==> config.mk <==
export PLATFORM = sky130hd
export DESIGN_NAME = mpfr_match
export DESIGN_NICKNAME = d
export VERILOG_FILES = /design/src/sv/mpfr_pkg.sv /design/src/sv/mpfr_match.sv
export SDC_FILE = /design/constraint.sdc
export NUM_CORES = 1
export LEC_CHECK = 0
export BUFFER_PORTS_ARGS = -buffer_cell sky130_fd_sc_hd__buf_2
export CORE_MARGIN = 4
export CORE_UTILIZATION = 45
export DETAILED_ROUTE_END_ITERATION = 6
export GPL_TIMING_DRIVEN = 0
export PLACE_DENSITY = 0.81
export SYNTH_ARGS = -nofsm -noshare
export SYNTH_HDL_FRONTEND = slang
export SYNTH_SLANG_ARGS = --single-unit
==> constraint.sdc <==
create_clock -name vclk -period 5.35
set_input_delay 0.2675 -clock vclk [all_inputs]
set_output_delay 0.2675 -clock vclk [all_outputs]
set_load 0.05 [all_outputs]
==> src/sv/mpfr_pkg.sv <==
// ----------------------------------------------------------------------------
// mpfr_pkg: shared types and constants for the page fault resolver
// Region entry layout, result layout, codes and sequencer states.
// ----------------------------------------------------------------------------
package mpfr_pkg;

  localparam int unsigned REGION_COUNT_DEF = 64;
  localparam logic [31:0] MAP_BASE_DEF     = 32'h4000_0000;
  localparam int unsigned PAGE_BYTES_DEF   = 4096;

  localparam int unsigned ADDR_W      = 32;
  localparam int unsigned IDX_FIELD_W = 6;

  typedef logic [1:0] prot_t;

  localparam prot_t       PROT_RD_ONLY = 2'd1;
  localparam int unsigned PROT_WR_BIT  = 1;

  typedef enum logic [0:0] {
    ACT_LOAD  = 1'b0,
    ACT_FAULT = 1'b1
  } action_t;

  typedef enum logic [1:0] {
    ST_OK           = 2'd0,
    ST_NOT_FOUND    = 2'd1,
    ST_WRITE_DENIED = 2'd2
  } status_t;

  typedef enum logic [1:0] {
    S_IDLE,
    S_SCAN,
    S_DRAIN,
    S_FINISH
  } state_t;

  typedef struct packed {
    logic [ADDR_W-1:0] start;
    logic [ADDR_W-1:0] length;
    prot_t             prot;
    logic              file_backed;
    logic [ADDR_W-1:0] file_off;
  } region_t;

  typedef struct packed {
    logic    valid;
    region_t entry;
  } rd_rsp_t;

  typedef struct packed {
    logic              hit;
    logic [ADDR_W-1:0] base;
    prot_t             prot;
    logic              file_backed;
    logic [ADDR_W-1:0] file_off;
  } match_t;

  typedef struct packed {
    status_t                status;
    logic [ADDR_W-1:0]      page_address;
    logic [IDX_FIELD_W-1:0] region_index;
    logic                   file_backed;
    logic [ADDR_W-1:0]      file_off;
    logic                   writable;
  } result_t;

endpackage

==> src/sv/mpfr_match.sv <==
// ----------------------------------------------------------------------------
// mpfr_match: range compare unit
// Forms the region base and wrapped end, and tests the fault address.
// ----------------------------------------------------------------------------
module mpfr_match #(
  parameter logic [31:0] MAP_BASE = mpfr_pkg::MAP_BASE_DEF
) (
  input  logic [mpfr_pkg::ADDR_W-1:0] addr,
  input  mpfr_pkg::rd_rsp_t           rsp,
  output mpfr_pkg::match_t            result
);
  import mpfr_pkg::*;

  logic [ADDR_W-1:0] base;
  logic [ADDR_W-1:0] lim;

  assign base = MAP_BASE + rsp.entry.start;
  assign lim  = base + rsp.entry.length;

  assign result.hit         = rsp.valid && (addr >= base) && (addr < lim);
  assign result.base        = base;
  assign result.prot        = rsp.entry.prot;
  assign result.file_backed = rsp.entry.file_backed;
  assign result.file_off    = rsp.entry.file_off;

endmodule

# Yosys cells after proc, flatten, opt, wreduce, memory -nomap -nowiden
# Cells that the tools add are included.
# word_totals
register_bits	0
inputBits	132
output_inout_bits	68
wordCells	6
# op_classes
n_addsub	2
n_lt_le_gt_ge	2
n_reduce_logical	2
# op_table
cell	count
$add 31x32->32 const A	1
$add 32x32->32	1
$ge 32x32->1	1
$lt 32x32->1	1
$logic_and 1x1->1	2

# Logic depth before layout (Yosys ltp)
# Gate-level depths: netlist (run 1).
# logic_depth
ltp_word	4
ltp_mapped	17
ltp_nobuf	17

# Worst setup path before layout (run 1)
# Ideal clock, no wire load.
# synth_path
kind	in2out
start	input port rsp[35] (netlist name)
end	output port result[67] (netlist name)
t_arrival_ps	3707
required_time_ps	5083
path_slack_ps	1376
path_stages	17
path_cell_list	ha_1 -> inv_1 -> fa_1 -> nand2b_1 -> a21oi_2 -> o311a_1 -> and2b_1 -> o31a_1 -> o21ai_1 -> xnor2_1 -> ha_1 -> nand3_1 -> a21oi_1 -> a2111oi_0 -> nor2_1 -> nor4b_1 -> and4b_1
# synth_lines
item	line	rtl
start: declaration	mpfr_match.sv:9	input mpfr_pkg::rd_rsp_t rsp,
end: declaration	mpfr_match.sv:10	output mpfr_pkg::match_t result

==> impl_metrics.yaml, run 1 <==
outcome:
  status: "completed"
grt:
  antenna_found_initial: 0
  number_of_global_route_vias_before_repair: 4030
  groute.usage.overall_pct: 20.1
  overflow: 0
  grt_pass1_wl_mm: 17.2
  grt_max_degree: 10
sta:
  hold_viol: 0
  timing.final.setup_violations: 0
  remaining_max_slew_budget_at_the_tightest_pin_pct: 66.2
  whs_ns: 0.837
  achievable-frequency_mhz: 213
  transition_time_at_the_pin_with_the_least_slew_margin_ns: 0.508
  timing.final.crit_share_pct: 87.9
  rsz0062_at_grt: "false"
  timing_max_transition_violations_final: 0
  setup_total_neg_slack_ns: 0
  period_minus_slack_ns: 4.70
final_layout:
  number_of_non_filler_instances_in_the_completed_layout: 778
  final_nets: 905
  n_sequential_cell: 0
  final_core_utilization_pct: 59.4
  drive_above_1_share_pct: 35.9
  final_cell_area_um2: 4660
  areaGrowthSynthToFinish_pct: 25.7
  n_clock_buffer: 0
  ff_latch_area_um2: 0
  antenna_cells_inserted: 0
pwr:
  max-vdd-ir-drop_mv: 0.0637
  static-leakage-power_uw: 0.00259
  power.density_cell_area_nw_per_um2: 132
detailed_routing:
  drt.antenna.violating_nets: 0
  route.detailed.wl_per_inst_um: 13.6
  detailedRoute.firstPassIterationCount: 5
  drt-initial-drc-count: 198
  met3WireLength_um: 927
  wl_met1_mm: 4.43
  avgViaCountPerCell: 5.34
  met2RoutedLength_mm: 5.04
  dr_total_vias: 4155
  routed.top_layer: "met4"
  finalWirelength_mm: 10.5
  drcViolationCount: 0
logic_synthesis:
  synth_area_per_cell_um2: 7.25
  synth_seq_area_share_pct: 0
  synth.distinct_cells: 52
  synth_area_um2: 3700
  mappedNetlistNets: 738
  synth_area_leader_cell: "sky130_fd_sc_hd__ha_1"
  synth_top_area_share_pct: 31.7
  synth_most_common_cell: "sky130_fd_sc_hd__ha_1"
  post_synth_main_area_contributors: "sky130_fd_sc_hd__ha_1 (32%), sky130_fd_sc_hd__buf_4 (13%), sky130_fd_sc_hd__a21oi_1 (7.4%)"
  syn-instance-count: 511
  netlist_top_cells_count: "sky130_fd_sc_hd__ha_1 (94), sky130_fd_sc_hd__buf_4 (65), sky130_fd_sc_hd__a21oi_1 (55)"
  ys_warns: 0
floorplanning:
  boundaryPins: 200
  initial_core_util_pct: 47.2
  die_h_um: 98.7
  floorplan.die_area_um2: 9750
  rows: 32
  area_of_the_core_region_um2: 7850
  die-width_um: 98.7
placed_design:
  gp_congestion: 0.979
  count_of_buffers_inserted_at_the_top_level_ports: 165
  place.detailed.hpwl_mm: 9.52
  placed_cells: 778
  postPlaceCellArea_um2: 4660
setup_path:
  crit_chain: "buf_2 -> ha_1 -> inv_1 -> fa_1 -> nand2b_1 -> a21oi_2 -> o311a_1 -> a21oi_2 -> o31ai_1 -> a41oi_1 -> xor2_1 -> ha_1 -> nand4_1 -> or3_1 -> nor3_1 -> nor2b_1 -> a31oi_1 -> and4b_1 -> buf_2"
  termination_of_the_worst_setup_path: "result[67]"
  top_fanout_value_on_the_critical_path: 3
  critical_path.max_stage_delay_ns: 0.44
  critPathArrivalTime_ns: 4.44
  worst_path_max_delay_cell: "sky130_fd_sc_hd__or3_1"
  timing.setup.critical_path_class: "in2out"
  timing.critical_path.required_ns: 5.08
  end_kind: "output port"
  critPathLaunch: "rsp[67]"
  worstSetupStartpointType: "input port"
worst_hold_path:
  min-delay-path-class: "in2out"
  worst_hold_path.num_cells: 2
cts:
  cts_setup_buffers: 0
  hold_buffers: 0
  cts_resized: 0
flow_run:
  max_cap_violations: 0
report_power, final:
group          internal (µW)  switching, µW  leakage, µW
Combinational            245            368      0.00259
Sequential                 0              0            0
Clock                      0              0            0
Total                    245            368      0.00259
worst min path at each step:
stage	to	start	slack [ns]
floorplan	result[0]	rsp[0]	0.70
global placement	result[1]	rsp[1]	0.84
detailed placement	result[0]	rsp[0]	0.84
CTS	result[34]	rsp[34]	0.84
global route	result[34]	rsp[34]	0.84
finish	result[31]	rsp[31]	0.84
area by class of cell:
type | count | area, µm²
repair buffers | 165 | 826
well taps | 102 | 128
multi-input cells | 390 | 3000
fillers | 771 | 3190
plain buffers | 78 | 541
inverters | 43 | 161
worst max-delay path, delay by kind of cell:
kind / cells / cell delay, ns
AOI/OAI and AO/OA: 6 / 1.14
xor gates and xnor gates: 1 / 0.19
adders and majority gates: 3 / 0.91
buffers and inverters: 3 / 0.38
and+or+nand+nor: 6 / 1.54
metal layers:
layer	global-route usage, %	vias to the layer above
li1	-	2118
met1	25.5	1825
met2	36.8	198
met5	0	-
met3	2.55	14
met4	3.26	0
layout by cell type, fill, tap and decap left out, drive strengths merged, types with 2 or more instances in the layout:
master / count
o31ai: 3
a221o: 2
nor2b: 6
nand2b: 6
inv: 43
nor2: 18
a21o: 14
and2: 3
o21a: 4
nor3: 11
a21oi: 57
a31oi: 3
ha: 94
nand4: 17
o21ai: 32
clkbuf: 10
nand2: 34
xnor2: 15
o21bai: 4
xor2: 16
a221oi: 2
a21boi: 2
a2111oi: 2
and3: 6
o211ai: 7
a211oi: 7
or2: 2
nand3: 6
buf: 233
a41oi: 3
cell families after synthesis:
group,after synthesis,synth area share [%]
AO/OA/AOI/OAI,147,25.3
adder cells (fa/ha/maj),95,32.3
multiplexers,1,0.270
AND/OR/NAND/NOR,116,15.9
buffers and inverters,121,18.9
XOR/XNOR,31,7.33
per-stage QoR:
step | power (µW) | setup WS [ns]
5_1_grt | 679 | 0.435
3_3_place_gp | 589 | 0.756
6_report | 613 | 0.646
4_1_cts | 612 | 0.693
3_5_place_dp | 608 | 0.697
2_1_floorplan | 454 | 1.38
No activity file was read; power rests on OpenSTA's default activity.
==> run 2: changes to the inputs <==
Settings changed: CORE_ASPECT_RATIO set to 1.75, CORE_MARGIN 4 to 2.
==> run 2 against run 1 <==
Combinational power grew 2%; sequential cell count is the same; via count grew 3.1%; die area shrank 7.6%; cell count shrank 1.5%; maximum frequency shrank 2.3%; critical path depth is the same; clock-buffer cell count is the same; critical path type unchanged; largest power group unchanged.
==> impl_metrics.yaml, run 2 (same netlist as run 1, synthesis figures left out) <==
outcome:
  status: "completed"
cts:
  hold_buffers: 0
  cts_resized: 0
  cts_setup_buffers: 0
floorplanning:
  area_of_the_core_region_um2: 7960
  die-width_um: 72.6
  initial_core_util_pct: 46.5
  rows: 43
  boundaryPins: 200
  floorplan.die_area_um2: 9000
  die_h_um: 124
final_layout:
  final_cell_area_um2: 4640
  areaGrowthSynthToFinish_pct: 25.3
  n_sequential_cell: 0
  ff_latch_area_um2: 0
  drive_above_1_share_pct: 35.9
  final_nets: 905
  n_clock_buffer: 0
  layout.cells.most_common: "sky130_fd_sc_hd__buf_2"
  commonest_non_fill_non_tap_cells_in_the_layout: "sky130_fd_sc_hd__buf_2 (168), sky130_fd_sc_hd__ha_1 (94), sky130_fd_sc_hd__buf_4 (65)"
  antenna_cells_inserted: 0
sta:
  timing.final.setup_violations: 0
  hold_viol: 0
  setup_total_neg_slack_ns: 0
  transition_time_at_the_pin_with_the_least_slew_margin_ns: 0.557
  rsz0062_at_grt: "false"
  achievable-frequency_mhz: 208
  remaining_max_slew_budget_at_the_tightest_pin_pct: 62.6
  final_critical_path_setup_slack_ns: 0.535
  timing.final.crit_share_pct: 90.0
  period_minus_slack_ns: 4.82
  timing_max_transition_violations_final: 0
  whs_ns: 0.837
setup_path:
  top_fanout_value_on_the_critical_path: 3
  crit_chain: "buf_2 -> ha_1 -> inv_1 -> fa_1 -> nand2b_1 -> a21oi_2 -> o311a_1 -> a21oi_2 -> o31ai_1 -> a41oi_1 -> xor2_1 -> ha_1 -> nand4_1 -> or3_1 -> nor3_1 -> nor2b_1 -> a31oi_1 -> and4b_1 -> buf_2"
  worstSetupStartpointType: "input port"
  critPathArrivalTime_ns: 4.55
  worst_path_max_delay_cell: "sky130_fd_sc_hd__o31ai_1"
  critical_path.max_stage_delay_ns: 0.52
  timing.critical_path.required_ns: 5.08
  timing.setup.critical_path_class: "in2out"
  end_kind: "output port"
grt:
  antenna_found_initial: 0
  groute.usage.overall_pct: 23.7
  overflow: 0
  grt_max_degree: 10
  number_of_global_route_vias_before_repair: 4294
  grt_pass1_wl_mm: 17.6
detailed_routing:
  drcViolationCount: 0
  drt-initial-drc-count: 106
  dr_total_vias: 4282
  route.detailed.wl_per_inst_um: 14.4
  finalWirelength_mm: 11.1
  drt.antenna.violating_nets: 0
  avgViaCountPerCell: 5.59
  detailedRoute.firstPassIterationCount: 4
placed_design:
  place.detailed.hpwl_mm: 10.0
  gp_congestion: 0.934
  post-place-ws_ns: 0.640
  postPlaceCellArea_um2: 4640
  count_of_buffers_inserted_at_the_top_level_ports: 165
worst_hold_path:
  worst_hold_path.num_cells: 2
  worstHoldEndpoint: "result[19]"
  min-delay-path-class: "in2out"
  min_from: "rsp[19]"
pwr:
  max-vdd-ir-drop_mv: 0.0756
  power.density_cell_area_nw_per_um2: 135
  static-leakage-power_uw: 0.00259
flow_run:
  max_cap_violations: 0
[run 2: cell counts in the layout (fill, tap and decap cells not counted)]
Identical to the previous run, type by type.
[run 2: routing by layer]
metal	track usage (%)	vias up	share of wire, %
li1	-	2115	-
met3	1.54	38	5.7
met5	0	-	0
met1	21.8	1932	33
met4	11.3	0	4.8
met2	49.7	197	57
[run 2: power by group]
part           leakage, µW  switching (µW)  total [µW]  internal (µW)
registers                0               0           0              0
logic              0.00259             378         625            247
clock network            0               0           0              0
total              0.00259             378         625            247
[run 2: worst max-delay path: cells and delay by family]
family | cells | cell delay [ns]
compound gates | 6 | 1.29
xor+xnor | 1 | 0.20
simple gates | 6 | 1.44
buf+inv | 3 | 0.40
fa+ha+maj | 3 | 0.95
[run 2: worst max path at each step]
stage | startpoint | endpoint
final | rsp[67] | result[67]
after global routing | rsp[67] | result[67]
after CTS | rsp[67] | result[67]
after detailed placement | rsp[67] | result[67]
after global placement | rsp[67] | result[67]
after floorplan | rsp[35] | result[67]
[run 2: stage by stage]
step / power [µW] / cells / util, %
3_5_place_dp: 620 / 766 / 58.3
4_1_cts: 623 / 766 / 58.3
6_report: 625 / 766 / 58.3
3_3_place_gp: 597 / 766 / 58.3
2_1_floorplan: 454 / 511 / -
5_1_grt: 690 / 766 / 58.3
[run 2: final cells by class]
type	instances	area [µm²]
buffer	78	541
fill	746	3320
tap	90	113
multi-input combinational	390	3000
inverter	43	161
timing repair buffer	165	826
==> run 3: changes to the inputs <==
Settings changed: CORE_ASPECT_RATIO 1.75 to 1.25, CORE_UTILIZATION 45 to 35, PLACE_DENSITY 0.81 to 0.66.
==> run 3 against run 2 <==
Maximum frequency rose by 2.1%; via count down 5.4%; core utilization decreased by 13 points; sequential cell count did not move; routed wire length fell by 6.2%; first-iteration DRC count increased by 12%; power decreased by 2.2%; critical path depth unchanged; cell count rose by 5.5%; critical path type unchanged; largest cell class unchanged; highest routed layer unchanged.
==> impl_metrics.yaml, run 3 (same netlist as run 1, synthesis figures left out) <==
sta:
  timing.final.setup_violations: 0
  achievable-frequency_mhz: 212
  timing.final.crit_share_pct: 88.2
  transition_time_at_the_pin_with_the_least_slew_margin_ns: 0.581
  remaining_max_slew_budget_at_the_tightest_pin_pct: 61.3
  final_critical_path_setup_slack_ns: 0.634
  hold_viol: 0
  setup_total_neg_slack_ns: 0
  timing_max_transition_violations_final: 0
  rsz0062_at_grt: "false"
  period_minus_slack_ns: 4.72
grt:
  antenna_found_initial: 0
  number_of_global_route_vias_before_repair: 3994
  grt_max_degree: 10
  overflow: 0
  grt_pass1_wl_mm: 17.0
  groute.usage.overall_pct: 17.7
floorplanning:
  rows: 42
  initial_core_util_pct: 35.4
  die-width_um: 96.0
  area_of_the_core_region_um2: 10500
  boundaryPins: 200
  floorplan.die_area_um2: 11400
  die_h_um: 119
setup_path:
  top_fanout_value_on_the_critical_path: 4
  end_kind: "output port"
  timing.setup.critical_path_class: "in2out"
  timing.critical_path.required_ns: 5.08
  critPathArrivalTime_ns: 4.45
  worstSetupStartpointType: "input port"
final_layout:
  final_core_utilization_pct: 44.9
  number_of_fill_cells_in_the_layout: 1096
  antenna_cells_inserted: 0
  n_clock_buffer: 0
  commonest_non_fill_non_tap_cells_in_the_layout: "sky130_fd_sc_hd__buf_2 (168), sky130_fd_sc_hd__ha_1 (94), sky130_fd_sc_hd__buf_4 (65)"
  drive_above_1_share_pct: 35.9
  areaGrowthSynthToFinish_pct: 26.7
  final_nets: 905
  layout.cells.most_common: "sky130_fd_sc_hd__buf_2"
  ff_latch_area_um2: 0
  n_sequential_cell: 0
detailed_routing:
  dr_total_vias: 4051
  detailedRoute.firstPassIterationCount: 4
  drcViolationCount: 0
  route.detailed.wl_per_inst_um: 12.8
  drt-initial-drc-count: 119
  drt.antenna.violating_nets: 0
  finalWirelength_mm: 10.4
  avgViaCountPerCell: 5.01
pwr:
  max-vdd-ir-drop_mv: 0.0636
  static-leakage-power_uw: 0.00259
  power.density_cell_area_nw_per_um2: 130
placed_design:
  post-place-ws_ns: 0.670
  place.detailed.hpwl_mm: 9.44
  count_of_buffers_inserted_at_the_top_level_ports: 165
  gp_congestion: 0.939
outcome:
  status: "completed"
flow_run:
  max_cap_violations: 0
cts:
  cts_resized: 0
  hold_buffers: 0
  cts_setup_buffers: 0
worst_hold_path:
  min-delay-path-class: "in2out"
[run 3: cell counts in the layout (fill, tap and decap cells not counted)]
Identical to the previous run, type by type.
[run 3: layout make-up]
class                      count  area, µm²  share of cell area [%]
multi-input combinational    390       3000                    63.9
timing repair buffer         165        826                    17.6
buffer                        78        541                    11.5
tap                          132        165                    3.52
inverter                      43        161                    3.44
[run 3: worst max-delay path: stages]
cell and delay, ns:
sky130_fd_sc_hd__buf_2 0.10, sky130_fd_sc_hd__ha_1 0.22, sky130_fd_sc_hd__inv_1 0.08, sky130_fd_sc_hd__fa_1 0.40, sky130_fd_sc_hd__nand2b_1 0.19, sky130_fd_sc_hd__a21oi_2 0.16
sky130_fd_sc_hd__o311a_1 0.23, sky130_fd_sc_hd__and2b_1 0.25, sky130_fd_sc_hd__o31a_1 0.34, sky130_fd_sc_hd__o21ai_1 0.20, sky130_fd_sc_hd__xnor2_1 0.16, sky130_fd_sc_hd__ha_1 0.27
sky130_fd_sc_hd__nand3_1 0.07, sky130_fd_sc_hd__a21oi_1 0.07, sky130_fd_sc_hd__a2111oi_0 0.39, sky130_fd_sc_hd__nor2_1 0.12, sky130_fd_sc_hd__nor4b_1 0.40, sky130_fd_sc_hd__and4b_1 0.26
sky130_fd_sc_hd__buf_2 0.26
[run 3: metrics by stage]
step	cell area, µm²	instances	power [µW]	hold WS, ns
2_1_floorplan	3700	511	454	0.702
3_3_place_gp	4700	808	594	0.837
3_5_place_dp	4700	808	610	0.837
4_1_cts	4700	808	614	0.837
5_1_grt	4700	808	684	0.839
6_report	4700	808	611	0.836
[run 3: final timing paths]
kind,start,endpoint,depth (start not counted)
max,rsp[67],result[67],19
min,rsp[28],result[28],2
[run 3: power breakdown]
| group | internal (µW) | switching [µW] | total, µW |
|---|---|---|---|
| Clock | 0 | 0 | 0 |
| Sequential | 0 | 0 | 0 |
| Combinational | 245 | 366 | 611 |
| Total | 245 | 366 | 611 |
[run 3: routing by layer]
layer,vias up,global-route usage [%],wire (µm)
li1,2104,-,-
met1,1785,20.4,4150
met2,144,34.7,5400
met3,18,0.822,598
met4,0,3.30,218
met5,-,0,0
