[src/sv/mpfr_pkg.sv]
// ----------------------------------------------------------------------------
// mpfr_pkg: shared types and constants for the page fault resolver
// Region entry layout, result layout, codes and sequencer states.
// ----------------------------------------------------------------------------
package mpfr_pkg;

  localparam int unsigned REGION_COUNT_DEF = 64;
  localparam logic [31:0] MAP_BASE_DEF     = 32'h4000_0000;
  localparam int unsigned PAGE_BYTES_DEF   = 4096;

  localparam int unsigned ADDR_W      = 32;
  localparam int unsigned IDX_FIELD_W = 6;

  typedef logic [1:0] prot_t;

  localparam prot_t       PROT_RD_ONLY = 2'd1;
  localparam int unsigned PROT_WR_BIT  = 1;

  typedef enum logic [0:0] {
    ACT_LOAD  = 1'b0,
    ACT_FAULT = 1'b1
  } action_t;

  typedef enum logic [1:0] {
    ST_OK           = 2'd0,
    ST_NOT_FOUND    = 2'd1,
    ST_WRITE_DENIED = 2'd2
  } status_t;

  typedef enum logic [1:0] {
    S_IDLE,
    S_SCAN,
    S_DRAIN,
    S_FINISH
  } state_t;

  typedef struct packed {
    logic [ADDR_W-1:0] start;
    logic [ADDR_W-1:0] length;
    prot_t             prot;
    logic              file_backed;
    logic [ADDR_W-1:0] file_off;
  } region_t;

  typedef struct packed {
    logic    valid;
    region_t entry;
  } rd_rsp_t;

  typedef struct packed {
    logic              hit;
    logic [ADDR_W-1:0] base;
    prot_t             prot;
    logic              file_backed;
    logic [ADDR_W-1:0] file_off;
  } match_t;

  typedef struct packed {
    status_t                status;
    logic [ADDR_W-1:0]      page_address;
    logic [IDX_FIELD_W-1:0] region_index;
    logic                   file_backed;
    logic [ADDR_W-1:0]      file_off;
    logic                   writable;
  } result_t;

endpackage

[src/sv/mpfr_seq.sv]
// ----------------------------------------------------------------------------
// mpfr_seq: scan sequencer
// Walks the table one entry per cycle, keeps the last hit and builds the
// result into the output register.
// ----------------------------------------------------------------------------
module mpfr_seq #(
  parameter int unsigned REGION_COUNT = mpfr_pkg::REGION_COUNT_DEF,
  parameter int unsigned PAGE_BYTES   = mpfr_pkg::PAGE_BYTES_DEF,
  parameter int unsigned IDX_W        = (REGION_COUNT > 1) ? $clog2(REGION_COUNT) : 1
) (
  input  logic                        clk,
  input  logic                        rst_n,
  input  logic                        in_valid,
  input  logic                        in_action,
  input  logic [mpfr_pkg::ADDR_W-1:0] in_fault_addr,
  input  logic                        in_is_write,
  output logic                        in_ready,
  output logic                        rd_en,
  output logic [IDX_W-1:0]            rd_addr,
  output logic [mpfr_pkg::ADDR_W-1:0] addr,
  input  mpfr_pkg::match_t            match,
  output logic                        out_valid,
  input  logic                        out_ready,
  output mpfr_pkg::result_t           out_data
);
  import mpfr_pkg::*;

  localparam int unsigned       CNT_W     = $clog2(REGION_COUNT + 1);
  localparam logic [CNT_W-1:0]  CNT_LAST  = CNT_W'(REGION_COUNT - 1);
  localparam logic [ADDR_W-1:0] PAGE_MASK = ~(ADDR_W'(PAGE_BYTES - 1));

  state_t            state_r, state_nxt;
  logic [CNT_W-1:0]  cnt_r;
  logic [ADDR_W-1:0] addr_r;
  logic              wr_r;
  logic              cmp_vld_r;
  logic [IDX_W-1:0]  cmp_idx_r;
  logic              found_r;
  logic [IDX_W-1:0]  hit_idx_r;
  logic [ADDR_W-1:0] hit_base_r;
  prot_t             hit_prot_r;
  logic              hit_fb_r;
  logic [ADDR_W-1:0] hit_foff_r;
  logic              out_valid_r;
  result_t           out_data_r;
  logic              finish;
  logic              fault_start;
  logic [ADDR_W-1:0] page;
  result_t           res;

  assign fault_start = in_valid && in_ready && (action_t'(in_action) == ACT_FAULT);

  always_comb begin
    state_nxt = state_r;
    unique case (state_r)
      S_IDLE:   if (fault_start) state_nxt = S_SCAN;
      S_SCAN:   if (cnt_r == CNT_LAST) state_nxt = S_DRAIN;
      S_DRAIN:  state_nxt = S_FINISH;
      S_FINISH: if (!out_valid_r || out_ready) state_nxt = S_IDLE;
    endcase
  end

  always_comb begin
    in_ready = 1'b0;
    rd_en    = 1'b0;
    finish   = 1'b0;
    unique case (state_r)
      S_IDLE:   in_ready = 1'b1;
      S_SCAN:   rd_en    = 1'b1;
      S_DRAIN:  ;
      S_FINISH: finish   = !out_valid_r || out_ready;
    endcase
  end

  assign rd_addr = cnt_r[IDX_W-1:0];
  assign addr    = addr_r;
  assign page    = addr_r & PAGE_MASK;

  always_comb begin
    res              = '0;
    res.status       = ST_NOT_FOUND;
    res.page_address = page;
    if (found_r) begin
      res.region_index = IDX_FIELD_W'(hit_idx_r);
      if (hit_prot_r == PROT_RD_ONLY && wr_r) begin
        res.status = ST_WRITE_DENIED;
      end else begin
        res.status   = ST_OK;
        res.writable = hit_prot_r[PROT_WR_BIT];
        if (hit_fb_r) begin
          res.file_backed = 1'b1;
          res.file_off    = hit_foff_r + (page - hit_base_r);
        end
      end
    end
  end

  always_ff @(posedge clk) begin
    if (!rst_n) begin
      state_r     <= S_IDLE;
      cnt_r       <= '0;
      cmp_vld_r   <= 1'b0;
      found_r     <= 1'b0;
      out_valid_r <= 1'b0;
    end else begin
      state_r   <= state_nxt;
      cmp_vld_r <= rd_en;
      if (fault_start) begin
        cnt_r   <= '0;
        found_r <= 1'b0;
      end else if (rd_en) begin
        cnt_r <= cnt_r + CNT_W'(1);
      end
      if (cmp_vld_r && match.hit) begin
        found_r <= 1'b1;
      end
      if (finish) begin
        out_valid_r <= 1'b1;
      end else if (out_ready) begin
        out_valid_r <= 1'b0;
      end
    end
  end

  always_ff @(posedge clk) begin
    if (fault_start) begin
      addr_r <= in_fault_addr;
      wr_r   <= in_is_write;
    end
    cmp_idx_r <= rd_addr;
    if (cmp_vld_r && match.hit) begin
      hit_idx_r  <= cmp_idx_r;
      hit_base_r <= match.base;
      hit_prot_r <= match.prot;
      hit_fb_r   <= match.file_backed;
      hit_foff_r <= match.file_off;
    end
    if (finish) begin
      out_data_r <= res;
    end
  end

  assign out_valid = out_valid_r;
  assign out_data  = out_data_r;

endmodule

[config.mk]
export PLATFORM = sky130hd
export DESIGN_NAME = mpfr_seq
export DESIGN_NICKNAME = d
export VERILOG_FILES = /design/src/sv/mpfr_pkg.sv /design/src/sv/mpfr_seq.sv
export SDC_FILE = /design/constraint.sdc
export NUM_CORES = 1
export LEC_CHECK = 0
export BUFFER_PORTS_ARGS = -buffer_cell sky130_fd_sc_hd__buf_2
export CAP_MARGIN = 20
export CORE_UTILIZATION = 53
export DETAILED_ROUTE_END_ITERATION = 8
export PLACE_DENSITY = 0.8
export SLEW_MARGIN = 20
export SYNTH_ARGS = -nofsm -noshare
export SYNTH_HDL_FRONTEND = slang
export SYNTH_SLANG_ARGS = --single-unit
export TNS_END_PERCENT = 30
[constraint.sdc]
create_clock -name clk -period 4.99 [get_ports clk]
set_input_delay 0.7485 -clock clk [delete_from_list [all_inputs] [get_ports clk]]
set_output_delay 0.7485 -clock clk [all_outputs]
set_load 0.03 [all_outputs]
Word-level counts from Yosys, hierarchy flattened
Cells that the tools add are included.
Word-level totals
  bits in registers: 186
  input bits: 106
  logic and storage cells: 59
  output and inout port bits: 115
Operators by class
  muxes and demuxes: 13
  bitwise gates (word level): 3
  equality and inequality tests: 8
  add/subtract/negate cells: 3
  reduce and logical (&&, ||, !) cells: 13
Operators by type and width (count)
  $mux 33: 1
  $add 32x32->32: 1
  $sub 32x32->32: 1
  $mux 2: 4
  $pmux 2 s4: 1
  $add 7x1->7 const B: 1
  $eq 7x6->1 const B: 1
  $mux 1: 7
  $ne 2x2->1 const B: 3
  $eq 2x1->1 const B: 2
  $eq 2x2->1 const B: 2
  $logic_and 1x1->1: 4
  $reduce_bool 2->1: 2
  $reduce_or 2->1: 2
  $not 1->1: 3
  $reduce_and 3->1: 1
  $reduce_or 3->1: 1
  $logic_not 2->1: 1
  $logic_not 1->1: 1
  $logic_or 1x1->1: 1

Longest topological paths before layout
Gate-level depths: netlist of the first run.
  depth in word-level cells: 6
  depth in mapped cells: 12
  gate-level depth less buffers: 12

Worst setup path after synthesis of the first run
OpenSTA, ideal clock, no wires.
  path kind: in2reg
  from: input out_ready
  to: register out_data_r (netlist bit out_data[0]) (enable)
  data required time: 4.500 ns
  cell stages on the path: 2
  arrival time: 3.576 ns
  path slack: 0.925 ns
  path buffers: 0
  cells stage by stage: nor2b_1 -> nor2b_1
Between the ends
  longest elaborated chain between the ends: 2
Ends and longest elaborated chain
  start, declared: line mpfr_seq.sv:23  | input logic out_ready,
  $logic_or 1x1->1: line mpfr_seq.sv:71  | S_FINISH: finish = !out_valid_r || out_ready;
  $mux 1: line mpfr_seq.sv:67  | unique case (state_r)
  via finish: line mpfr_seq.sv:46  | logic finish;
  end signal, assigned: line mpfr_seq.sv:139  | out_data_r <= res;
  end, declared: line mpfr_seq.sv:45  | result_t out_data_r;
The timed path passes the listed nets, and every way through them passes these cells.
A chain may end at the register's enable or synchronous reset.

Final worst setup path of the first run
  from: register hit_foff_r[1]
  to: register out_data_r (netlist bit out_data[30]) (data pin)
Between the ends
  longest elaborated chain between the ends: 1
Ends and longest elaborated chain
  start, declared: line mpfr_seq.sv:43  | logic [ADDR_W-1:0] hit_foff_r;
  start signal, assigned: line mpfr_seq.sv:136  | hit_foff_r <= match.file_off;
  $add 32x32->32: line mpfr_seq.sv:92  | res.file_off = hit_foff_r + (page - hit_base_r);
Every way passes these cells.

==> flow_metrics.py, run 1 <==
metrics = {
    "sta": {
        "setup_total_negative_slack_ns": 0,
        "hold_viol": 0,
        "rsz0062_at_grt": "no",
        "fin_skew_ns": 0.0121,
        "fmax_ghz": 0.310,
        "tightest_slew_ns": 1.01,
        "max_slew_margin_pct": 32.9,
        "finalCritPeriodShare_pct": 64.6,
        "finalSetupViolCount": 0,
        "period_needed_ns": 3.22,
        "fin_hold_ws_ns": 0.407,
        "slew_viol_final": 0,
    },
    "place": {
        "place.gp.congestion": 0.843,
        "hpwl_um": 12300,
        "placed_cell_area_um2": 9830,
        "port_buffers": 208,
    },
    "drt": {
        "routed_wl_um": 17400,
        "wl_per_cell_um": 15.9,
        "vias_per_cell": 5.06,
        "drt_iter0_drc": 313,
        "drc": 0,
        "dr.pass1.iters": 4,
        "ant_nets": 0,
        "vias": 5554,
    },
    "critical_path": {
        "path_max_fanout": 5,
        "r2r-start": "hit_foff_r[1]$_DFFE_PP_",
        "crit_path_start_kind": "register",
        "arrival_ns": 3.50,
        "endpoint_kind": "register",
        "crit_top_cell": "ha_1",
        "crit_type": "reg2reg",
        "critPathSlowestCell": "a211oi_1",
        "cp_cell_sequence": "ha_1 -> ha_1 -> fa_1 -> a21o_1 -> a221o_2 -> o2bb2ai_1 -> a211oi_1 -> a21oi_1 -> o22ai_1 -> mux2i_1",
        "critPathMaxStageDelay_ns": 0.47,
        "startpoint": "hit_foff_r[1]$_DFFE_PP_",
        "cp.required_ns": 5.27,
    },
    "floorplanning": {
        "fp.dieH_um": 130,
        "io_pins": 221,
        "design.die.area_um2": 16800,
        "core-area_um2": 15900,
        "start_util_pct": 54.3,
        "row_count": 46,
        "die_w_um": 130,
    },
    "global_routing": {
        "grt_pass1_vias": 5419,
        "grtUsageTotal_pct": 21.1,
        "grt_max_degree": 75,
        "overflow": 0,
        "grt_pass1_wl_um": 26700,
        "antenna_found_initial": 1,
    },
    "min_path": {
        "hold_path_class": "reg2reg",
        "holdCritStartpoint": "cmp_idx_r[3]$_DFF_P_",
    },
    "finish": {
        "stdcell_area_um2": 10400,
        "final_common_cell": "buf_2",
        "fin_nets": 1042,
        "regArea_um2": 5410,
        "fill_cells": 1242,
        "post-route-util_pct": 65.8,
        "drive_above_1_share_pct": 28.9,
        "antennaDiodeCount": 0,
        "final_cell_mix": "buf_2, edfxtp_1, inv_1",
        "multi_input_area_um2": 2730,
        "area.growth.synth_to_final_pct": 21.1,
    },
    "clock_tree": {
        "cts_tree": "built",
        "numCtsBuffers": 17,
        "clock_path_buffers": 2,
        "cts_resized": 0,
        "h-tree-depth": 4,
        "clock_latency_ns": 0.43,
        "ctsHoldBuffers": 0,
        "postCtsSetupBuffers": 0,
        "clock_sinks": 186,
        "root_buffer": "clkbuf_16",
        "clkTransAtPathRegs_ns": 0.08,
    },
    "synthesis": {
        "syn_inst": 658,
        "seq_area_frac_synth_pct": 62.6,
        "synth_edf_count": 168,
        "ys_ff_latch": 186,
        "synth_area_per_cell_um2": 13.1,
        "synth_cell_types": 53,
        "ys_warn_count": 0,
        "async_reset_ff_share_pct": 0,
        "synth_flop_cell": "edfxtp_1",
        "syn_area_um2": 8630,
    },
    "flow_run": {
        "drv_cap": 0,
    },
    "status": {
        "status": "complete, no violations",
    },
    "power_and_ir_drop": {
        "p_total_mw": 4.35,
        "leakagePower_nw": 4.48,
        "power.density_nw_per_um2": 416,
        "ir_drop_v": 0.000410,
    },
}
## routing by layer
metal,track usage [%],part of all wire (%),vias up
met1,26.6,43,2656
met2,36.0,49,185
li1,-,-,2696
met3,5.12,6.3,17
met4,6.77,1.2,0
met5,0,0,-
## layout make-up
class / instances / area share, %
Tap cell: 216 / 2.59
Sequential cell: 186 / 51.7
Clock inverter: 15 / 1.81
Clock buffer: 17 / 4.07
Multi-Input combinational cell: 355 / 26.1
Timing Repair Buffer: 211 / 10.2
Inverter: 98 / 3.52
## cell families (layout without fill, tap and decap cells)
logic type                 Yosys count  in the layout  synth area share (%)
xor gates and xnor gates            26             26                  2.64
muxes                                5              5                 0.580
AOI/OAI and AO/OA                   99             99                  7.61
buffers and inverters              128            341                  6.35
adders and majority gates           67             67                  11.5
other                                1             12                0.0435
and+or+nand+nor                    146            146                  8.67
DFF                                186            186                  62.6
## metrics by stage
stage	worst slack [ns]	std cells
5_1_grt	1.57	1098
6_report	1.77	1098
2_1_floorplan	0.925	669
4_1_cts	1.83	1098
3_3_place_gp	1.90	1066
3_5_place_dp	1.83	1066
## cell usage after synthesis, drive strengths merged, types with 2 or more instances
cell type,count,area [um2]
a21oi,31,159
and4,5,46.3
a21boi,2,15.0
xor2,9,78.8
o211ai,3,22.5
ha,47,588
a211oi,3,22.5
nand4,9,56.3
xnor2,17,149
edfxtp,168,5040
a31oi,3,18.8
mux2i,5,50.1
a21o,15,113
and3,5,33.8
nor2b,7,43.8
fa,20,400
o31ai,5,37.5
inv,98,368
nand3,6,30.0
nor4,2,12.5
o21bai,5,37.5
o21a,5,37.5
a22o,2,17.5
and2,13,81.3
nand3b,2,15.0
nand2b,4,25.0
clkbuf,12,45.0
nor3,9,45.0
dfxtp,18,360
o21ai,16,80.1
nor2,42,158
nor3b,3,22.5
nand2,30,113
or3,4,25.0
buf,18,135
## worst paths after layout
| kind | slack (ns) | end | cells past startpoint |
|---|---|---|---|
| worst min-delay path | 0.41 | hit_idx_r[3]$_DFFE_PP_ | 0 |
| worst max-delay path | 1.77 | out_data[30]$_SDFFCE_PP0P_ | 10 |
| worst min register to register | 0.41 | hit_idx_r[3]$_DFFE_PP_ | 0 |
| worst max register to register | 1.77 | out_data[30]$_SDFFCE_PP0P_ | 10 |
## where the power goes
part	internal [mW]	switching [mW]	leakage [nW]
clock	0.688	0.684	0.299
combinational	0.398	0.693	2.53
sequential	1.84	0.0494	1.65
## sequential cells by signal, summed over array words and instances (netlist names)
| signal | count |
|---|---|
| found_r | 1 |
| cnt_r | 7 |
| out_valid | 1 |
| hit_fb_r | 1 |
| state_r | 2 |
| addr | 32 |
| hit_idx_r | 6 |
| cmp_vld_r | 1 |
| hit_foff_r | 32 |
| hit_base_r | 32 |
| cmp_idx_r | 6 |
| wr_r | 1 |
| out_data | 62 |
| hit_prot_r | 2 |
## worst max-delay path, delay by kind of cell, from the launching register on
kind                     cells  cell delay (ns)
AO/OA/AOI/OAI                6             1.56
adder cells (fa/ha/maj)      3             0.92
flip-flops                   1             0.37
multiplexers                 1             0.20
(Power assumes the default switching activity.)
==> run 2: changes to the inputs <==
- CORE_UTILIZATION: 53 -> 48
- PLACE_DENSITY: 0.8 -> 0.76
- clock period: 4.99 -> 2.8 ns (I/O delays scaled with it)
==> run 2 against run 1 <==
Clock-buffer cell count unchanged. Setup slack got worse by 1.9 ns. Sequential share of layout area decreased by 4.7 points. The run now ends with negative setup slack left. First-iteration DRC count increased by 1.9%.
==> flow_metrics.py, run 2 (synthesis gave the netlist of run 1 again) <==
metrics = {
    "sta": {
        "fin_skew_ns": 0.0201,
        "finalSetupViolCount": 9,
        "slew_viol_final": 0,
        "rsz0062_at_grt": "yes",
        "hold_viol": 0,
        "setup_total_negative_slack_ns": -0.463,
        "fmax_ghz": 0.342,
        "period_needed_ns": 2.92,
        "worst_slack_ns": -0.121,
        "finalCritPeriodShare_pct": 104,
    },
    "power_and_ir_drop": {
        "p_total_mw": 8.41,
        "ir_drop_v": 0.000560,
        "leakagePower_nw": 4.93,
        "power.density_nw_per_um2": 732,
    },
    "global_routing": {
        "overflow": 0,
        "grt_max_degree": 59,
        "grtUsageTotal_pct": 20.7,
        "grt_pass1_vias": 6006,
        "antenna_found_initial": 2,
        "grt_pass1_wl_um": 29000,
    },
    "critical_path": {
        "critPathMaxStageDelay_ns": 0.44,
        "endpoint_kind": "register",
        "cp.required_ns": 2.99,
        "path_buf_inv": 4,
        "arrival_ns": 3.11,
        "path_max_fanout": 5,
        "crit_family": "compound AO/OA/AOI/OAI gates",
        "crit_path_start_kind": "register",
        "cp_cell_sequence": "inv_2 -> fa_1 -> inv_2 -> ha_4 -> buf_6 -> buf_4 -> a21o_1 -> a21o_1 -> o311ai_4 -> a21oi_2 -> o21a_1 -> o21a_1",
        "critPathSlowestCell": "edfxtp_1",
        "crit_type": "reg2reg",
    },
    "clock_tree": {
        "ctsHoldBuffers": 0,
        "clock_path_buffers": 2,
        "root_buffer": "clkbuf_16",
        "clock_sinks": 186,
        "cts_tree": "built",
        "numCtsBuffers": 17,
        "clock_latency_ns": 0.44,
        "h-tree-depth": 4,
        "clkTransAtPathRegs_ns": 0.08,
    },
    "floorplanning": {
        "start_util_pct": 49.5,
        "design.die.area_um2": 18500,
        "fp.dieH_um": 136,
        "core-area_um2": 17400,
        "io_pins": 221,
        "row_count": 48,
        "die_w_um": 136,
    },
    "drt": {
        "drc": 0,
        "ant_nets": 0,
        "wl_per_cell_um": 15.9,
        "vias_per_cell": 5.02,
        "routed_wl_um": 19000,
        "drt_iter0_drc": 319,
        "dr.pass1.iters": 5,
        "vias": 6003,
    },
    "finish": {
        "fin_nets": 1128,
        "stdcell_area_um2": 11500,
        "drive_above_1_share_pct": 41.7,
        "final_cell_mix": "buf_2, edfxtp_1, inv_1, buf_4, nor2_1",
        "fin_cells": 1195,
        "final_common_cell": "buf_2",
        "area.growth.synth_to_final_pct": 33.1,
        "fill_cells": 1293,
        "largest_register_ffs": 62,
    },
    "place": {
        "dpl.cell_count": 1144,
        "placed_cell_area_um2": 10400,
        "place_ws_ns": -0.282,
        "port_buffers": 208,
        "hpwl_um": 13400,
        "place.gp.congestion": 0.833,
    },
    "flow_run": {
        "drv_cap": 0,
    },
    "status": {
        "status": "finished, violations left",
        "violations": "negative setup slack",
    },
    "min_path": {
        "hold_path_class": "in2reg",
    },
}
==> run 2: changes by cell type in the layout (fill, tap and decap cells not counted), sizes merged <==
cell,previous run,this run
buf,211,297
clkinv,6,5
diode,0,2
inv,107,108
==> run 2: routing by layer <==
metal / up-vias / GRT usage (%) / routed length [um]
met4: 0 / 6.73 / 315
met1: 2913 / 24.5 / 7850
met2: 181 / 36.2 / 9700
met5: - / 0 / 0
li1: 2881 / - / -
met3: 28 / 5.93 / 1130
==> run 2: through the flow <==
stage                     util [%]  hold slack (ns)
after detailed placement      59.7            0.384
after global routing          65.9            0.131
after global placement        59.7            0.384
after floorplan                  -            0.369
final                         65.9            0.153
after CTS                     64.2            0.140
==> run 2: final cells by class <==
type | instances | area (um2) | share of cell area, %
clock buffer | 17 | 425 | 3.70
clock inverter | 15 | 150 | 1.31
sequential | 186 | 5410 | 47.1
multi-input combinational | 355 | 3080 | 26.8
antenna | 2 | 5.00 | 0.0436
inverter | 98 | 368 | 3.20
tap | 225 | 282 | 2.45
timing repair buffer | 297 | 1770 | 15.4
==> run 2: where the power goes <==
group	internal, mW	switching, mW
Sequential	3.27	0.0876
Combinational	1.21	1.49
Clock	1.19	1.16
Total	5.67	2.74
==> run 2: worst reg2reg max path, cell delays in order, from the launching register on <==
cell and delay [ns]:
edfxtp_1 0.44, inv_2 0.09, fa_1 0.43, inv_2 0.09, ha_4 0.21, buf_6 0.13
buf_4 0.13, a21o_1 0.15, a21o_1 0.20, o311ai_4 0.36, a21oi_2 0.11, o21a_1 0.17
o21a_1 0.18
==> run 2: worst paths after layout <==
path / from / to / slack [ns] / depth (start not counted)
min reg2reg: cnt_r[5]$_SDFFE_PP0P_ / cmp_idx_r[5]$_DFF_P_ / 0.40 / 0
min: match[56] / hit_base_r[21]$_DFFE_PP_ / 0.15 / 1
max reg2reg: addr[13]$_DFFE_PP_ / out_data[32]$_SDFFCE_PP0P_ / -0.12 / 12
max: addr[13]$_DFFE_PP_ / out_data[32]$_SDFFCE_PP0P_ / -0.12 / 12
==> run 2: what timing repair did <==
item                       4_1_cts  5_1_grt
setup endpoints to repair       15       20
cloned                           0        0
resized for setup               31       56
pin swaps                       21       37
buffers inserted                10        8
==> run 3: changes to the inputs <==
- CORE_ASPECT_RATIO: not set -> 1.5
- CORE_MARGIN: not set -> 4
==> run 3 against run 2 <==
Largest power group unchanged. The flow still finishes with violations (negative setup slack). Setup slack got worse by 0.043 ns. Register-to-register slack got worse by 0.04 ns. Critical path depth fell by 1. First-iteration DRC count shrank 8.8%. Hold slack improved by 0.0057 ns. Largest cell class unchanged. Sequential power about the same. Flip-flop and latch count did not move. Clock skew shrank 0.0098 ns.
==> flow_metrics.py, run 3 (synthesis gave the netlist of run 1 again) <==
metrics = {
    "status": {
        "status": "finished, violations left",
        "violations": "negative setup slack",
    },
    "drt": {
        "ant_nets": 0,
        "dr.pass1.iters": 4,
        "drc": 0,
        "drt_iter0_drc": 291,
        "vias_per_cell": 5.03,
        "vias": 5911,
        "routed_wl_um": 19300,
        "wl_per_cell_um": 16.4,
    },
    "sta": {
        "fmax_ghz": 0.337,
        "tightest_slew_ns": 0.632,
        "period_needed_ns": 2.96,
        "max_slew_margin_pct": 57.8,
        "hold_viol": 0,
        "fin_skew_ns": 0.0103,
        "finalCritPeriodShare_pct": 106,
        "rsz0062_at_grt": "yes",
        "worst_slack_ns": -0.165,
        "slew_viol_final": 0,
        "finalSetupViolCount": 6,
    },
    "global_routing": {
        "grt_max_degree": 46,
        "grt_pass1_vias": 6219,
        "overflow": 0,
        "grtUsageTotal_pct": 18.6,
        "grt_pass1_wl_um": 30000,
        "antenna_found_initial": 0,
    },
    "place": {
        "place.gp.congestion": 0.860,
        "hpwl_um": 14100,
        "port_buffers": 208,
    },
    "power_and_ir_drop": {
        "power.density_nw_per_um2": 736,
        "p_clk_share_pct": 28.9,
        "ir_drop_v": 0.000551,
        "power.internal_mw": 5.68,
        "comb_power_share_pct": 31.3,
        "seq_power_share_pct": 39.8,
        "swShare_pct": 32.7,
        "leakagePower_nw": 4.92,
        "switchingPower_mw": 2.76,
        "p_total_mw": 8.44,
    },
    "finish": {
        "area.growth.synth_to_final_pct": 32.9,
        "final_common_cell": "buf_2",
        "largest_register_ffs": 62,
        "post-route-util_pct": 65.6,
        "drive_above_1_share_pct": 40.5,
        "antennaDiodeCount": 0,
        "fin_nets": 1121,
        "final_cell_mix": "buf_2, edfxtp_1, inv_1",
    },
    "floorplanning": {
        "row_count": 59,
        "design.die.area_um2": 20200,
        "die_w_um": 117,
        "start_util_pct": 49.3,
        "fp.dieH_um": 172,
        "io_pins": 221,
        "core-area_um2": 17500,
    },
    "critical_path": {
        "cp.required_ns": 2.98,
        "path_max_fanout": 3,
        "arrival_ns": 3.15,
        "crit_type": "reg2reg",
        "endpoint_kind": "register",
        "crit_path_start_kind": "register",
    },
    "clock_tree": {
        "ctsHoldBuffers": 0,
        "clock_latency_ns": 0.43,
        "clock_path_buffers": 2,
        "h-tree-depth": 4,
        "cts_tree": "built",
        "root_buffer": "clkbuf_16",
        "clkTransAtPathRegs_ns": 0.08,
        "clock_sinks": 186,
        "numCtsBuffers": 17,
    },
    "min_path": {
        "hold_path_class": "in2reg",
    },
    "flow_run": {
        "drv_cap": 0,
    },
}
[run 3: critical path, cell delays in order (launching register included)]
cell	delay (ns)
edfxtp_1	0.38
inv_2	0.08
ha_4	0.21
ha_4	0.16
fa_2	0.33
a21o_1	0.21
a221o_2	0.38
and4_4	0.21
o311ai_4	0.28
a21oi_2	0.11
o21a_1	0.19
o21a_1	0.19
[run 3: area by class of cell]
class	instances	area, um2
Clock buffer	17	425
Clock inverter	15	199
Fill cell	1329	6030
Inverter	98	368
Multi-Input combinational cell	355	3120
Sequential cell	186	5410
Tap cell	213	267
Timing Repair Buffer	290	1680
[run 3: per-layer routing]
layer / routed length [um] / GRT usage (%) / vias up / share of wire (%)
met1: 7320 / 20.8 / 2835 / 38
met2: 10400 / 34.3 / 183 / 54
li1: - / - / 2862 / -
met3: 1200 / 5.07 / 31 / 6.2
met4: 384 / 6.84 / 0 / 2.0
met5: 0 / 0 / - / 0
[run 3: power by group through the flow]
stage | Clock (mW) | Sequential, mW | Combinational, mW
CTS | 2.49 | 3.36 | 2.36
global route | 2.63 | 3.38 | 2.90
floorplan | 0 | 3.59 | 1.27
global placement | 0 | 3.41 | 2.22
detailed placement | 0 | 3.42 | 2.26
finish | 2.44 | 3.36 | 2.65
[run 3: through the flow]
stage | cells | hold WS (ns) | cell area, um2 | setup TNS (ns) | setup slack [ns]
global placement | 1132 | 0.386 | 10400 | -1.73 | -0.263
finish | 1174 | 0.158 | 11500 | -0.441 | -0.165
detailed placement | 1132 | 0.389 | 10400 | -2.50 | -0.335
CTS | 1168 | 0.135 | 11100 | -0.847 | -0.239
global route | 1174 | 0.133 | 11500 | -1.81 | -0.220
floorplan | 669 | 0.369 | 8670 | -2.09 | -0.324
[run 3: timing repair]
action                                  4_1_cts  5_1_grt
endpoints found under the hold margin         0        0
gates resized for setup                      22       55
setup buffers                                 5        6
endpoints found under the setup margin       15       20
pin swaps                                    11       34
[run 3: worst paths after layout]
kind | start | to | slack (ns) | cells past startpoint
min | match[65] | hit_base_r[30]$_DFFE_PP_ | 0.16 | 1
max reg2reg | hit_base_r[1]$_DFFE_PP_ | out_data[32]$_SDFFCE_PP0P_ | -0.16 | 11
min reg2reg | cnt_r[5]$_SDFFE_PP0P_ | cmp_idx_r[5]$_DFF_P_ | 0.41 | 0
max | hit_base_r[1]$_DFFE_PP_ | out_data[32]$_SDFFCE_PP0P_ | -0.16 | 11
